File: src/rtl/cmaef_pkg.sv
// Shared constants, types and helper functions of the circular mean angle filter.
`default_nettype none

package cmaef_pkg;

   localparam int HistDepth = 8;
   localparam int HistIdxW  = $clog2(HistDepth);
   localparam int FillW     = $clog2(HistDepth + 1);
   localparam int CordicSteps = 16;
   localparam int StepCntW  = $clog2(CordicSteps);
   localparam int XyW       = 24;
   localparam int ZW        = 25;
   localparam int AtanW     = 21;
   localparam int DivBits   = 33;
   localparam int DivCntW   = $clog2(DivBits + 1);

   localparam logic signed [ZW-1:0] FineQuarter = 25'sd2949120;
   localparam logic signed [ZW-1:0] FineHalf    = 25'sd5898240;
   localparam logic signed [XyW-1:0] StartMag   = 24'sd65536;
   localparam logic [15:0] GainCeil = 16'd64880;

   localparam logic [2:0] CSR_GAIN_MIN   = 3'd0;
   localparam logic [2:0] CSR_GAIN_MAX   = 3'd1;
   localparam logic [2:0] CSR_ERROR_GOOD = 3'd2;
   localparam logic [2:0] CSR_ERROR_BAD  = 3'd3;
   localparam logic [2:0] CSR_STEP_LIMIT = 3'd4;
   localparam logic [2:0] CSR_WINDOW_LEN = 3'd5;

   typedef enum logic [3:0] {
      ST_IDLE, ST_LOAD, ST_ROT, ST_VEC_START, ST_VEC, ST_MEAN, ST_GAIN,
      ST_MUL1, ST_MUL2, ST_DIV, ST_STEP_MUL, ST_STEP, ST_OUT
   } state_type;

   typedef struct packed {
      logic start;
      logic vec;
   } cordic_ctl_type;

   function automatic logic [AtanW-1:0] atan_fine(input logic [StepCntW-1:0] i);
      logic [AtanW-1:0] a;
      case (i)
         4'd0:  a = 21'd1474560;
         4'd1:  a = 21'd870484;
         4'd2:  a = 21'd459940;
         4'd3:  a = 21'd233473;
         4'd4:  a = 21'd117189;
         4'd5:  a = 21'd58652;
         4'd6:  a = 21'd29333;
         4'd7:  a = 21'd14667;
         4'd8:  a = 21'd7334;
         4'd9:  a = 21'd3667;
         4'd10: a = 21'd1833;
         4'd11: a = 21'd917;
         4'd12: a = 21'd458;
         4'd13: a = 21'd229;
         4'd14: a = 21'd115;
         4'd15: a = 21'd57;
         default: a = '0;
      endcase
      return a;
   endfunction

   function automatic logic signed [15:0] wrap_angle(input logic signed [17:0] v);
      logic signed [17:0] r;
      r = v;
      if (v >= 18'sd23040) begin
         r = v - 18'sd46080;
      end else if (v < -18'sd23040) begin
         r = v + 18'sd46080;
      end
      return r[15:0];
   endfunction

   function automatic logic [15:0] cap_gain(input logic [15:0] g);
      return (g > GainCeil) ? GainCeil : g;
   endfunction

endpackage

`default_nettype wire

File: src/rtl/cmaef_cordic.sv
// Iterative CORDIC unit, one micro-rotation per cycle, rotation or vectoring mode.
`default_nettype none

module cmaef_cordic import cmaef_pkg::*; (
   input  wire logic                  clock,
   input  wire logic                  reset,
   input  wire cordic_ctl_type        ctl,
   input  wire logic signed [XyW-1:0] x_start,
   input  wire logic signed [XyW-1:0] y_start,
   input  wire logic signed [ZW-1:0]  z_start,
   output logic signed [XyW-1:0]      x_res,
   output logic signed [XyW-1:0]      y_res,
   output logic signed [ZW-1:0]       z_res,
   output logic                       done
);

   logic signed [XyW-1:0] x_ff, x_in, y_ff, y_in;
   logic signed [ZW-1:0]  z_ff, z_in;
   logic [StepCntW-1:0]   step_ff, step_in;
   logic                  busy_ff, busy_in, vec_ff, vec_in, done_ff, done_in;
   logic                  sigma;
   logic signed [XyW-1:0] xs, ys;
   logic signed [ZW-1:0]  at;

   always_comb begin
      sigma = vec_ff ? (y_ff <= 0) : (z_ff >= 0);
      xs = x_ff >>> step_ff;
      ys = y_ff >>> step_ff;
      at = $signed({{(ZW-AtanW){1'b0}}, atan_fine(step_ff)});
      x_in = x_ff;
      y_in = y_ff;
      z_in = z_ff;
      step_in = step_ff;
      busy_in = busy_ff;
      vec_in = vec_ff;
      done_in = 1'b0;
      if (ctl.start) begin
         x_in = x_start;
         y_in = y_start;
         z_in = z_start;
         step_in = '0;
         busy_in = 1'b1;
         vec_in = ctl.vec;
      end else if (busy_ff) begin
         if (sigma) begin
            x_in = x_ff - ys;
            y_in = y_ff + xs;
            z_in = z_ff - at;
         end else begin
            x_in = x_ff + ys;
            y_in = y_ff - xs;
            z_in = z_ff + at;
         end
         step_in = step_ff + 1'b1;
         if (step_ff == StepCntW'(CordicSteps - 1)) begin
            busy_in = 1'b0;
            done_in = 1'b1;
         end
      end
   end

   always_ff @(posedge clock) begin
      if (reset) begin
         busy_ff <= 1'b0;
         done_ff <= 1'b0;
         vec_ff  <= 1'b0;
         step_ff <= '0;
      end else begin
         busy_ff <= busy_in;
         done_ff <= done_in;
         vec_ff  <= vec_in;
         step_ff <= step_in;
      end
      x_ff <= x_in;
      y_ff <= y_in;
      z_ff <= z_in;
   end

   assign x_res = x_ff;
   assign y_res = y_ff;
   assign z_res = z_ff;
   assign done  = done_ff;

endmodule

`default_nettype wire

File: src/rtl/circular_mean_adaptive_ema_angle_filter_top.sv
// Top level of the circular mean, adaptive gain, slew limited yaw filter.
//
//  channel  direction  handshake              payload
//  req      in         req_valid/req_ready    req_raw_yaw, req_reproj_error
//  rsp      out        rsp_valid/rsp_ready    rsp_filtered_yaw, rsp_window_mean
//  csr      in         csr_write_enable       csr_index, csr_write_data
//
// Each angle in the window takes a load and a CORDIC rotation; then come the vectoring
// pass (skipped if the sums cancel), the mean and, once the filter is seeded, gain,
// divide (only for errors between the good and bad limits) and step. The time from the
// accepting edge to rsp_valid is set by the single shared CORDIC unit and the divide.
// Reset is synchronous; it clears control, fill count and filter state and loads the CSR defaults.
// req_ready is high only when idle; a result holds on rsp until taken.
`default_nettype none

module circular_mean_adaptive_ema_angle_filter_top import cmaef_pkg::*; (
   input  wire logic               clock,
   input  wire logic               reset,
   input  wire logic               req_valid,
   output logic                    req_ready,
   input  wire logic signed [15:0] req_raw_yaw,
   input  wire logic [15:0]        req_reproj_error,
   output logic                    rsp_valid,
   input  wire logic               rsp_ready,
   output logic signed [15:0]      rsp_filtered_yaw,
   output logic signed [15:0]      rsp_window_mean,
   input  wire logic               csr_write_enable,
   input  wire logic [2:0]         csr_index,
   input  wire logic [15:0]        csr_write_data
);

   state_type state_ff, state_in;

   logic [15:0] gain_min_ff, gain_max_ff, error_good_ff, error_bad_ff;
   logic [14:0] step_limit_ff;
   logic [3:0]  window_len_ff;

   logic [15:0]          hist_ff [HistDepth];
   logic [HistIdxW-1:0]  wpos_ff, wpos_in, pos_ff, pos_in;
   logic [FillW-1:0]     fill_ff, fill_in, cnt_ff, cnt_in;
   logic signed [15:0]   smooth_ff, smooth_in, mean_ff, mean_in, diff_ff, diff_in;
   logic                 seeded_ff, seeded_in, zero_ff, zero_in;
   logic [15:0]          err_ff, err_in, gain_ff, gain_in, span_ff, span_in, quo_ff, quo_in;
   logic [15:0]          rem_ff, rem_in;
   logic signed [XyW-1:0] sx_ff, sx_in, sy_ff, sy_in;
   logic [31:0]          prod_ff, prod_in;
   logic [DivBits-1:0]   num_ff, num_in;
   logic [DivCntW-1:0]   dcnt_ff, dcnt_in;

   logic [15:0] mul_a, mul_b;
   logic [31:0] mul_p;
   logic        accept;

   cordic_ctl_type        cctl;
   logic signed [XyW-1:0] cx0, cy0, cx, cy;
   logic signed [ZW-1:0]  cz0, cz;
   logic                  cdone;

   logic [FillW-1:0]    wl_c, fill_new;
   logic [HistIdxW-1:0] rd_idx;
   logic signed [15:0]  ang;
   logic signed [ZW-1:0] zang, zr;
   logic [16:0]         trial;
   logic [15:0]         mag;
   logic [DivBits-1:0]  rsum;
   logic [16:0]         mstep;
   logic [14:0]         mclamp;

   cmaef_cordic u_cordic (
      .clock   (clock),
      .reset   (reset),
      .ctl     (cctl),
      .x_start (cx0),
      .y_start (cy0),
      .z_start (cz0),
      .x_res   (cx),
      .y_res   (cy),
      .z_res   (cz),
      .done    (cdone)
   );

   assign accept = req_valid && req_ready;
   assign req_ready = (state_ff == ST_IDLE);
   assign rsp_valid = (state_ff == ST_OUT);
   assign rsp_filtered_yaw = smooth_ff;
   assign rsp_window_mean = mean_ff;
   assign mul_p = mul_a * mul_b;

   always_comb begin
      state_in = state_ff;
      case (state_ff)
         ST_IDLE:      if (accept) state_in = ST_LOAD;
         ST_LOAD:      state_in = ST_ROT;
         ST_ROT:       if (cdone) state_in = (cnt_ff == FillW'(1)) ? ST_VEC_START : ST_LOAD;
         ST_VEC_START: state_in = (sx_ff == 0 && sy_ff == 0) ? ST_MEAN : ST_VEC;
         ST_VEC:       if (cdone) state_in = ST_MEAN;
         ST_MEAN:      state_in = seeded_ff ? ST_GAIN : ST_OUT;
         ST_GAIN: begin
            if (err_ff <= error_good_ff || err_ff >= error_bad_ff) begin
               state_in = ST_STEP_MUL;
            end else begin
               state_in = ST_MUL1;
            end
         end
         ST_MUL1:      state_in = ST_MUL2;
         ST_MUL2:      state_in = ST_DIV;
         ST_DIV:       if (dcnt_ff == DivCntW'(DivBits - 1)) state_in = ST_STEP_MUL;
         ST_STEP_MUL:  state_in = ST_STEP;
         ST_STEP:      state_in = ST_OUT;
         ST_OUT:       if (rsp_ready) state_in = ST_IDLE;
         default:      state_in = ST_IDLE;
      endcase
   end

   always_comb begin
      wpos_in = wpos_ff;
      pos_in = pos_ff;
      fill_in = fill_ff;
      cnt_in = cnt_ff;
      smooth_in = smooth_ff;
      mean_in = mean_ff;
      diff_in = diff_ff;
      seeded_in = seeded_ff;
      zero_in = zero_ff;
      err_in = err_ff;
      gain_in = gain_ff;
      span_in = span_ff;
      quo_in = quo_ff;
      rem_in = rem_ff;
      sx_in = sx_ff;
      sy_in = sy_ff;
      prod_in = prod_ff;
      num_in = num_ff;
      dcnt_in = dcnt_ff;
      mul_a = '0;
      mul_b = '0;
      cctl = '0;
      cx0 = StartMag;
      cy0 = '0;
      cz0 = '0;

      wl_c = (window_len_ff == 4'd0) ? FillW'(1) :
             (window_len_ff > 4'(HistDepth)) ? FillW'(HistDepth) : FillW'(window_len_ff);
      fill_new = (fill_ff == FillW'(HistDepth)) ? fill_ff : fill_ff + 1'b1;
      rd_idx = pos_ff - 1'b1;
      ang = wrap_angle({{2{hist_ff[rd_idx][15]}}, hist_ff[rd_idx]});
      zang = {ang[15], ang, 8'b0};
      zr = (cz + 25'sd128) >>> 8;
      trial = {rem_ff, num_ff[DivBits-1]};
      mag = diff_ff[15] ? 16'(-diff_ff) : 16'(diff_ff);
      rsum = {1'b0, prod_ff} + 33'd32768;
      mstep = rsum[32:16];
      mclamp = (mstep > {2'b0, step_limit_ff}) ? step_limit_ff : mstep[14:0];

      case (state_ff)
         ST_IDLE: begin
            if (accept) begin
               wpos_in = wpos_ff + 1'b1;
               pos_in = wpos_ff + 1'b1;
               fill_in = fill_new;
               cnt_in = (wl_c < fill_new) ? wl_c : fill_new;
               err_in = req_reproj_error;
               sx_in = '0;
               sy_in = '0;
            end
         end
         ST_LOAD: begin
            pos_in = rd_idx;
            cctl.start = 1'b1;
            cctl.vec = 1'b0;
            if (zang > FineQuarter) begin
               cz0 = zang - FineHalf;
               cx0 = -StartMag;
            end else if (zang < -FineQuarter) begin
               cz0 = zang + FineHalf;
               cx0 = -StartMag;
            end else begin
               cz0 = zang;
            end
         end
         ST_ROT: begin
            if (cdone) begin
               sx_in = sx_ff + cx;
               sy_in = sy_ff + cy;
               cnt_in = cnt_ff - 1'b1;
            end
         end
         ST_VEC_START: begin
            zero_in = (sx_ff == 0 && sy_ff == 0);
            cctl.start = !(sx_ff == 0 && sy_ff == 0);
            cctl.vec = 1'b1;
            if (sx_ff < 0) begin
               cx0 = -sx_ff;
               cy0 = -sy_ff;
               cz0 = (sy_ff >= 0) ? FineHalf : -FineHalf;
            end else begin
               cx0 = sx_ff;
               cy0 = sy_ff;
            end
         end
         ST_MEAN: begin
            mean_in = zero_ff ? 16'sd0 : wrap_angle(zr[17:0]);
            if (!seeded_ff) begin
               smooth_in = mean_in;
               seeded_in = 1'b1;
            end else begin
               diff_in = wrap_angle({{2{mean_in[15]}}, mean_in} -
                                    {{2{smooth_ff[15]}}, smooth_ff});
            end
         end
         ST_GAIN: begin
            span_in = error_bad_ff - error_good_ff;
            if (err_ff <= error_good_ff) begin
               gain_in = cap_gain(gain_max_ff);
            end else if (err_ff >= error_bad_ff) begin
               gain_in = cap_gain(gain_min_ff);
            end
         end
         ST_MUL1: begin
            mul_a = gain_max_ff;
            mul_b = error_bad_ff - err_ff;
            prod_in = mul_p;
         end
         ST_MUL2: begin
            mul_a = gain_min_ff;
            mul_b = err_ff - error_good_ff;
            num_in = {1'b0, prod_ff} + {1'b0, mul_p} + {18'b0, span_ff[15:1]};
            rem_in = '0;
            quo_in = '0;
            dcnt_in = '0;
         end
         ST_DIV: begin
            num_in = {num_ff[DivBits-2:0], 1'b0};
            dcnt_in = dcnt_ff + 1'b1;
            if (trial >= {1'b0, span_ff}) begin
               rem_in = 16'(trial - {1'b0, span_ff});
               quo_in = {quo_ff[14:0], 1'b1};
            end else begin
               rem_in = trial[15:0];
               quo_in = {quo_ff[14:0], 1'b0};
            end
            if (dcnt_ff == DivCntW'(DivBits - 1)) begin
               gain_in = cap_gain(quo_in);
            end
         end
         ST_STEP_MUL: begin
            mul_a = mag;
            mul_b = gain_ff;
            prod_in = mul_p;
         end
         ST_STEP: begin
            if (diff_ff[15]) begin
               smooth_in = wrap_angle({{2{smooth_ff[15]}}, smooth_ff} - {3'b0, mclamp});
            end else begin
               smooth_in = wrap_angle({{2{smooth_ff[15]}}, smooth_ff} + {3'b0, mclamp});
            end
         end
         default: begin
         end
      endcase
   end

   always_ff @(posedge clock) begin
      if (reset) begin
         state_ff <= ST_IDLE;
         wpos_ff <= '0;
         fill_ff <= '0;
         smooth_ff <= '0;
         seeded_ff <= 1'b0;
         gain_min_ff <= 16'd3277;
         gain_max_ff <= 16'd22938;
         error_good_ff <= 16'd256;
         error_bad_ff <= 16'd1024;
         step_limit_ff <= 15'd256;
         window_len_ff <= 4'd5;
      end else begin
         state_ff <= state_in;
         wpos_ff <= wpos_in;
         fill_ff <= fill_in;
         smooth_ff <= smooth_in;
         seeded_ff <= seeded_in;
         if (csr_write_enable) begin
            case (csr_index)
               CSR_GAIN_MIN:   gain_min_ff <= csr_write_data;
               CSR_GAIN_MAX:   gain_max_ff <= csr_write_data;
               CSR_ERROR_GOOD: error_good_ff <= csr_write_data;
               CSR_ERROR_BAD:  error_bad_ff <= csr_write_data;
               CSR_STEP_LIMIT: step_limit_ff <= csr_write_data[14:0];
               CSR_WINDOW_LEN: window_len_ff <= csr_write_data[3:0];
               default: begin
               end
            endcase
         end
      end
      if (accept) begin
         hist_ff[wpos_ff] <= req_raw_yaw;
      end
      pos_ff <= pos_in;
      cnt_ff <= cnt_in;
      mean_ff <= mean_in;
      diff_ff <= diff_in;
      zero_ff <= zero_in;
      err_ff <= err_in;
      gain_ff <= gain_in;
      span_ff <= span_in;
      quo_ff <= quo_in;
      rem_ff <= rem_in;
      sx_ff <= sx_in;
      sy_ff <= sy_in;
      prod_ff <= prod_in;
      num_ff <= num_in;
      dcnt_ff <= dcnt_in;
   end

endmodule

`default_nettype wire

File: config.mk
export PLATFORM = sky130hd
export DESIGN_NAME = circular_mean_adaptive_ema_angle_filter_top
export DESIGN_NICKNAME = d
export VERILOG_FILES = /design/src/rtl/cmaef_pkg.sv /design/src/rtl/cmaef_cordic.sv /design/src/rtl/circular_mean_adaptive_ema_angle_filter_top.sv
export SDC_FILE = /design/constraint.sdc
export NUM_CORES = 2
export LEC_CHECK = 0
export ABC_AREA = 1
export BUFFER_PORTS_ARGS = -buffer_cell sky130_fd_sc_hd__buf_2
export CORE_MARGIN = 4
export CORE_UTILIZATION = 62
export DETAILED_ROUTE_END_ITERATION = 10
export PLACE_DENSITY = 0.8
export SLEW_MARGIN = 20
export SYNTH_ARGS = -nofsm -noshare
export SYNTH_HDL_FRONTEND = slang
export SYNTH_SLANG_ARGS = --single-unit
export TNS_END_PERCENT = 5
File: constraint.sdc
create_clock -name clock -period 23.2 [get_ports clock]
set_input_delay 1.16 -clock clock [delete_from_list [all_inputs] [get_ports clock]]
set_output_delay 1.16 -clock clock [all_outputs]
set_load 0.01 [all_outputs]
Word level (Yosys, flattened, before mapping)
Memories as Yosys holds them, arrays and structs flattened. A register that Yosys moved wholly into a read port is not among the register bits. Cells that the tools add are included.

Input port bits: 56. Memory bits (read-only): 336. Flip-flop bits (word level): 429. Memories kept: 2. Logic and storage cells: 250. Output and inout bits: 34. Memory bits (writable): 128.

Memory list: (no name shown) (depth 16, bits a word 21, rd ports 1, clocked after Yosys merged registers in 1, wr ports 0, RTL line cmaef_pkg.sv:41) `case (i)`; hist_ff (depth 8, bits a word 16, rd ports 1, clocked after Yosys merged registers in 0, wr ports 1, RTL line circular_mean_adaptive_ema_angle_filter_top.sv:38) `logic [15:0] hist_ff [HistDepth];`.

Bitwise gates (word level): 1. Mux-type cells: 87. Reductions and logical operators: 31. Magnitude comparators: 25. Equality and inequality tests: 28. Add/subtract/negate cells: 40. Multiply operators: 1. Shift operators: 2.

Operators by type and width (count): 16-bit two-way mux (23); 24-bit two-way mux (14); 25-bit two-way mux (7); 24-bit one-hot mux with 2 select lines (3); 24-bit adder (4); 16-bit one-hot mux with 2 select lines (3); 16-bit one-hot mux with 3 select lines (2); 16-bit adder, second input constant (5); 16-bit subtractor, second input constant (5); 17-bit by 16-bit greater-or-equal comparator with 1-bit output, second input constant (4); 17-bit by 16-bit less-than comparator with 1-bit output, second input constant (4); 33-bit one-hot mux with 2 select lines (1); 32-bit logical NOT (2); 16-bit subtractor (4); 4-bit two-way mux (15); 4-bit one-hot mux with 13 select lines (1); 25-bit one-hot mux with 2 select lines (1); 16-bit greater-than comparator, second input constant (3); 24-bit negator (2); 24-bit by 4-bit >>> shifter with 24-bit output (2); 24-bit subtractor (2); 16-bit by 16-bit subtractor with 17-bit output (2); 32-bit by 16-bit adder with 33-bit output, second input constant (1); 32-bit by 32-bit adder with 33-bit output (1); 60 further kinds (104).

Depth between registers and ports, before layout
Depth after elaboration: 10. Gate-level depth with buffers: 58.

Modules after synthesis
A second synthesis with hierarchy kept.

Cells, all modules: 7456. Area total of the unflattened synthesis: 54667.4 µm².

Modules (own cells, without submodules): circular_mean_adaptive_ema_angle_filter_top (cells each 5604, times used 1, area each 42798.5 µm², seq. area each 13212.7 µm²); cmaef_cordic (cells each 1852, times used 1, area each 11868.9 µm², seq. area each 2752.6 µm²).

Worst setup path before layout
No wires, ideal clock.

Path kind: register to register. From: register err_ff[0]. To: register num_ff[32] (data pin). Arrival: 8901 ps. Path buffers: 1. Setup slack: 14033 ps. Clock period less this slack: 9167 ps. Stages on the path, launching flop included: 43. Cell sequence: edfxtp_1 > inv_1 > ha_1 > fa_1 > nand3b_1 > nand2_1 > nand2_1 > nand2_1 > a21boi_0 > o21ai_0 > a21oi_1 > xor2_1 > o211ai_1 > clkbuf_1 > nand2_1 > fa_1 > fa_1 > inv_1 > [... 7 more ...] > a21oi_1 > nand2_1 > nand2_1 > nand2_1 > a21boi_0 > o21ai_0 > a21oi_1 > xnor2_1 > ha_1 > ha_1 > nand2_1 > nor2_1 > inv_1 > nor4_1 > nand4_1 > nand3_1 > xnor2_1 > o21ai_0.

Longest elaborated chain between the ends: 6. Elaborated cells on any way between the ends: 7. Classes of those cells: add/sub: 4; mul: 1; mux: 2.

RTL lines: from (decl) (RTL line circular_mean_adaptive_ema_angle_filter_top.sv:43) `logic [15:0] err_ff, err_in, gain_ff, gain_in, span_ff, span_in, quo_ff, quo_in;`; from (signal assigned) (RTL line circular_mean_adaptive_ema_angle_filter_top.sv:303) `err_ff <= err_in;`; 16-bit subtractor (on tied branches) (RTL line circular_mean_adaptive_ema_angle_filter_top.sv:226, circular_mean_adaptive_ema_angle_filter_top.sv:221); 16-bit one-hot mux with 3 select lines * (RTL line circular_mean_adaptive_ema_angle_filter_top.sv:155) `case (state_ff)`; 16-bit by 16-bit multiplier with 32-bit output * (RTL line circular_mean_adaptive_ema_angle_filter_top.sv:87) `assign mul_p = mul_a * mul_b;`; net mul_p[26] (RTL line circular_mean_adaptive_ema_angle_filter_top.sv:51) `logic [31:0] mul_p;`; 32-bit by 32-bit adder with 33-bit output * (RTL line circular_mean_adaptive_ema_angle_filter_top.sv:227) `num_in = {1'b0, prod_ff} + {1'b0, mul_p} + {18'b0, span_ff[15:1]};`; 33-bit by 15-bit adder with 33-bit output * (RTL line circular_mean_adaptive_ema_angle_filter_top.sv:227); 33-bit one-hot mux with 2 select lines * (RTL line circular_mean_adaptive_ema_angle_filter_top.sv:155); net num_in[32] (RTL line circular_mean_adaptive_ema_angle_filter_top.sv:47) `logic [DivBits-1:0] num_ff, num_in;`; to (signal assigned) (RTL line circular_mean_adaptive_ema_angle_filter_top.sv:311) `num_ff <= num_in;`; to (decl) (RTL line circular_mean_adaptive_ema_angle_filter_top.sv:47).

Mark *: on every way through the listed nets, which the timed path passes. The rest lies on a longest branch. A chain may end at the register's enable or synchronous reset.

Worst setup path after layout
From: register state_ff[2]. To: register num_ff[32] (data pin).

Longest elaborated chain between the ends: 6. Elaborated cells on any way between the ends: 10. Classes of those cells: add/sub: 2; mul: 1; eq/ne: 4; mux: 3.

RTL lines: from (decl) (RTL line circular_mean_adaptive_ema_angle_filter_top.sv:32) `state_type state_ff, state_in;`; from (signal assigned) (RTL line circular_mean_adaptive_ema_angle_filter_top.sv:277) `state_ff <= state_in;`; 4-bit equality test or 4-bit by 3-bit equality test with 1-bit output (tied branches) (RTL line circular_mean_adaptive_ema_angle_filter_top.sv:155); 16-bit one-hot mux with 3 select lines (RTL line circular_mean_adaptive_ema_angle_filter_top.sv:155); 16-bit by 16-bit multiplier with 32-bit output * (RTL line circular_mean_adaptive_ema_angle_filter_top.sv:87); net mul_p[26] (RTL line circular_mean_adaptive_ema_angle_filter_top.sv:51); 32-bit by 32-bit adder with 33-bit output * (RTL line circular_mean_adaptive_ema_angle_filter_top.sv:227); 33-bit by 15-bit adder with 33-bit output * (RTL line circular_mean_adaptive_ema_angle_filter_top.sv:227); 33-bit one-hot mux with 2 select lines * (RTL line circular_mean_adaptive_ema_angle_filter_top.sv:155); net num_in[32] (RTL line circular_mean_adaptive_ema_angle_filter_top.sv:47).

Marks and branches as above.

==> metrics.md <==
| Metric | Value |
|---|---|
| Warning count from the yosys run | `0` |
| Pint | `~3.8 mW` |
| Final setup viols | `0` |
| Hold Path Class | `reg2reg` |
| Setup TNS | `0 ns` |
| CTS Sinks | `between 500 and 600` |
| Initial antenna violation count | `3` |
| Nets | `about 7700` |
| Dpl cells | `8019` |
| P_sw | `3.79 mW` |
| Fin crit share | `49.5%` |
| Die Area | `89600 um^2` |
| Startpoint types | `register` |
| Number of global-route vias before repair | `around 46000` |
| Grt total ovfl | `0` |
| ANT nets after route | `0` |
| Synth unique cells | `67` |
| Power Density | `roughly 130 nW/um^2` |
| Std-Cell Core Area | `roughly 84000 um^2` |
| Starting density of the core | `62.7%` |
| Post-cts hold buffer count | `0` |
| Clk pwr share | `between 10% and 20%` |
| Maxcap violations | `0` |
| Leakage power | `approximately 27 nW` |
| Port Buffers | `between 80 and 90` |
| Clk_skew | `0.0465 ns` |
| Cell type with the largest total area after synthesis | `edfxtp_1` |
| Asr flop ratio synth | `0%` |
| Post-synth EDFFs | `about 440` |
| Placed cell area | `roughly 54000 um^2` |
| CTS clock-pin slew for the worst setup and hold paths | `around 0.060 ns` |
| Routed WL per cell | `between 15 and 20 um` |
| Syn avg cell area | `approximately 7.6 um^2` |
| Final design area excluding fillers | `~57000 um^2` |
| Comb power frac | `about 64%` |
| Max H-tree Level | `3` |
| All-Layer GR Usage | `between 30% and 40%` |
| Max Fclk | `slightly below 90 MHz` |
| Status | `complete, no violations` |
| DR iter-0 viols | `between 4000 and 5000` |
| Pin count of the biggest net entering global routing | `86` |
| Vias/cell | `between 5 and 6` |
| Post-CTS repair timing setup buffer count | `0` |
| Post-Syn Area | `between 50000 and 60000 um^2` |
| Worst skew pair latency | `0.67 ns` |
| Req. time, crit path | `roughly 24 ns` |
| CP Max Fanout | `26` |
| # rows | `~110` |
| Post-DP HPWL | `approximately 120000 um` |
| CP max stage cell | `clkinv_1` |
| Cts repair resizes | `0` |
| RSZ-0062 raised after global routing | `false` |
| Layout cell share with drive strength beyond 1 | `4.82%` |
| Flops & latches, synth | `about 580` |
| Sw Share | `between 50% and 60%` |
| Power Total | `between 7 and 8 mW` |
| Worst path max stage delay | `about 0.93 ns` |
| Most frequent cells in the layout | `nand2_1, inv_1, o21ai_0` |
| Seq pwr share | `21.8%` |
| Top_reg_cell synth | `edfxtp_1` |
| Commonest non-fill, non-tap cell in the layout | `nand2_1` |
| Chip Width | `about 300 um` |
| Clk root buf | `clkbuf_16` |
| Slew Limit Fails | `0` |
| Clock Tree Buf Depth | `3` |
| Fin util | `approximately 67%` |
| Area delta synth->final | `7.31%` |
| First-pass GRT wire length | `between 200000 and 250000 um` |
| Critical path class | `reg2reg` |
| Post-synthesis cell count | `between 6000 and 7000` |
| Pre-antenna DRT Iters | `8` |
| Syn Nets | `roughly 7600` |
| Crit path DAT | `11.84 ns` |
| DRC viols | `0` |
| Max VDD drop | `~0.15 mV` |
| Post-synthesis sequential area ratio | `a little under a third` |
| CTS tree | `built` |
| CP endpoint kind | `register` |
| Non-Filler Instances | `slightly above 8000` |
| Most area-consuming cells after synthesis | `edfxtp_1, nand2_1, ha_1` |
| Final hold violations | `0` |
| GP Congestion | `a little over 1` |
| Top-level port count | `90` |
| Worst Tran Pin Value | `around 1.1 ns` |
| TritonCTS Buffers | `68` |
| Die Span Y | `around 300 um` |
| Total number of vias | `between 40000 and 50000` |
| Drt total wl | `around 160000 um` |
| Relative slew slack | `22.8%` |
| Yosys top cell area share | `25.0%` |
| Min cycle time layout | `~11 ns` |
## worst paths after layout
path,startpoint,end,slack (ns),cells past startpoint
max,state_ff[2]$_SDFFE_PP0P_,num_ff[32]$_DFFE_PP_,11.71,39
min,step_limit_ff[10]$_SDFFE_PP0P_,step_limit_ff[10]$_SDFFE_PP0P_,0.48,2
max reg2reg,state_ff[2]$_SDFFE_PP0P_,num_ff[32]$_DFFE_PP_,11.71,39
min reg2reg,step_limit_ff[10]$_SDFFE_PP0P_,step_limit_ff[10]$_SDFFE_PP0P_,0.48,2
## registers in the layout, indices dropped and copies added, names as in the netlist, 21 cells and up
register and flops:
sx_ff 24, num_ff 33, sy_ff 24, u_cordic.at 21, u_cordic.z_res 25, hist_ff 128
u_cordic.y_res 24, prod_ff 32, u_cordic.x_res 24
## area by class of cell
class / instances / area, um^2
inverters: 1096 / 4110
repair buffers: 154 / 933
well taps: 1134 / 1420
diodes: 2 / 5.00
multi-input cells: 5057 / 31800
clock buffers: 104 / 2030
fillers: 7160 / 27500
flip-flops and latches: 578 / 16000
clock inverters: 21 / 224
## per-layer routing
layer  vias up  track usage [%]  share of wire (%)
li1      22900                -                  -
met1     22400             44.3                 40
met2      2076             56.6                 46
met3       427             6.13                8.7
met4         4             15.2                5.0
met5         -                0              0.015
## metrics by stage
stage	setup slack (ns)	hold slack [ns]
floorplan	14.03	0.450
global placement	12.40	0.459
detailed placement	12.13	0.468
CTS	12.09	0.480
global route	10.86	0.489
finish	11.71	0.477
## worst max-delay path, delay by kind of cell (launching register included)
family          cells  cell delay, ns
compound gates      8            2.65
fa+ha+maj           9            4.03
xor+xnor            2            0.32
buf+inv             7            1.35
simple gates       13            2.40
flops               1            0.41
## power by group through the flow
stage	combinational [mW]	clock [mW]	sequential, mW
CTS	4.75	1.09	1.65
detailed placement	4.71	0	1.67
floorplan	3.75	0	1.60
global placement	4.61	0	1.66
global route	5.44	1.14	1.67
finish	4.83	1.08	1.65
## cells in the mapped netlist, types with 8 or more instances
cell and n:
a21boi_0 19, a21o_1 21, a21oi_1 496, a221oi_1 13, a31oi_1 38, buf_1 9
buf_2 26, clkbuf_1 147, clkinv_1 10, dfxtp_1 139, edfxtp_1 439, fa_1 222
ha_1 439, inv_1 1078, inv_2 8, nand2_1 1535, nand2_2 13, nand3_1 300
nand3b_1 21, nand4_1 69, nor2_1 544, nor3_1 86, nor4_1 34, o211ai_1 47
o21a_1 32, o21ai_0 581, o21ai_1 19, o21bai_1 22, o221ai_1 27, o22ai_1 43
o31ai_1 24, or2_2 19, xnor2_1 108, xor2_1 212
## cell families (layout without fill, tap and decap cells)
logic type               after synthesis  count (layout)  share of synthesized area [%]
multiplexers                           6               6                          0.114
other                                  0               2                              0
AO/OA/AOI/OAI                       1416            1416                           15.0
AND/OR/NAND/NOR                     2650            2650                           20.8
XOR/XNOR                             324             324                           5.46
flip-flops                           578             578                           30.3
adder cells (fa/ha/maj)              661             661                           18.9
buffers and inverters               1291            1375                           9.39
No activity file was read; power rests on OpenSTA's default activity.
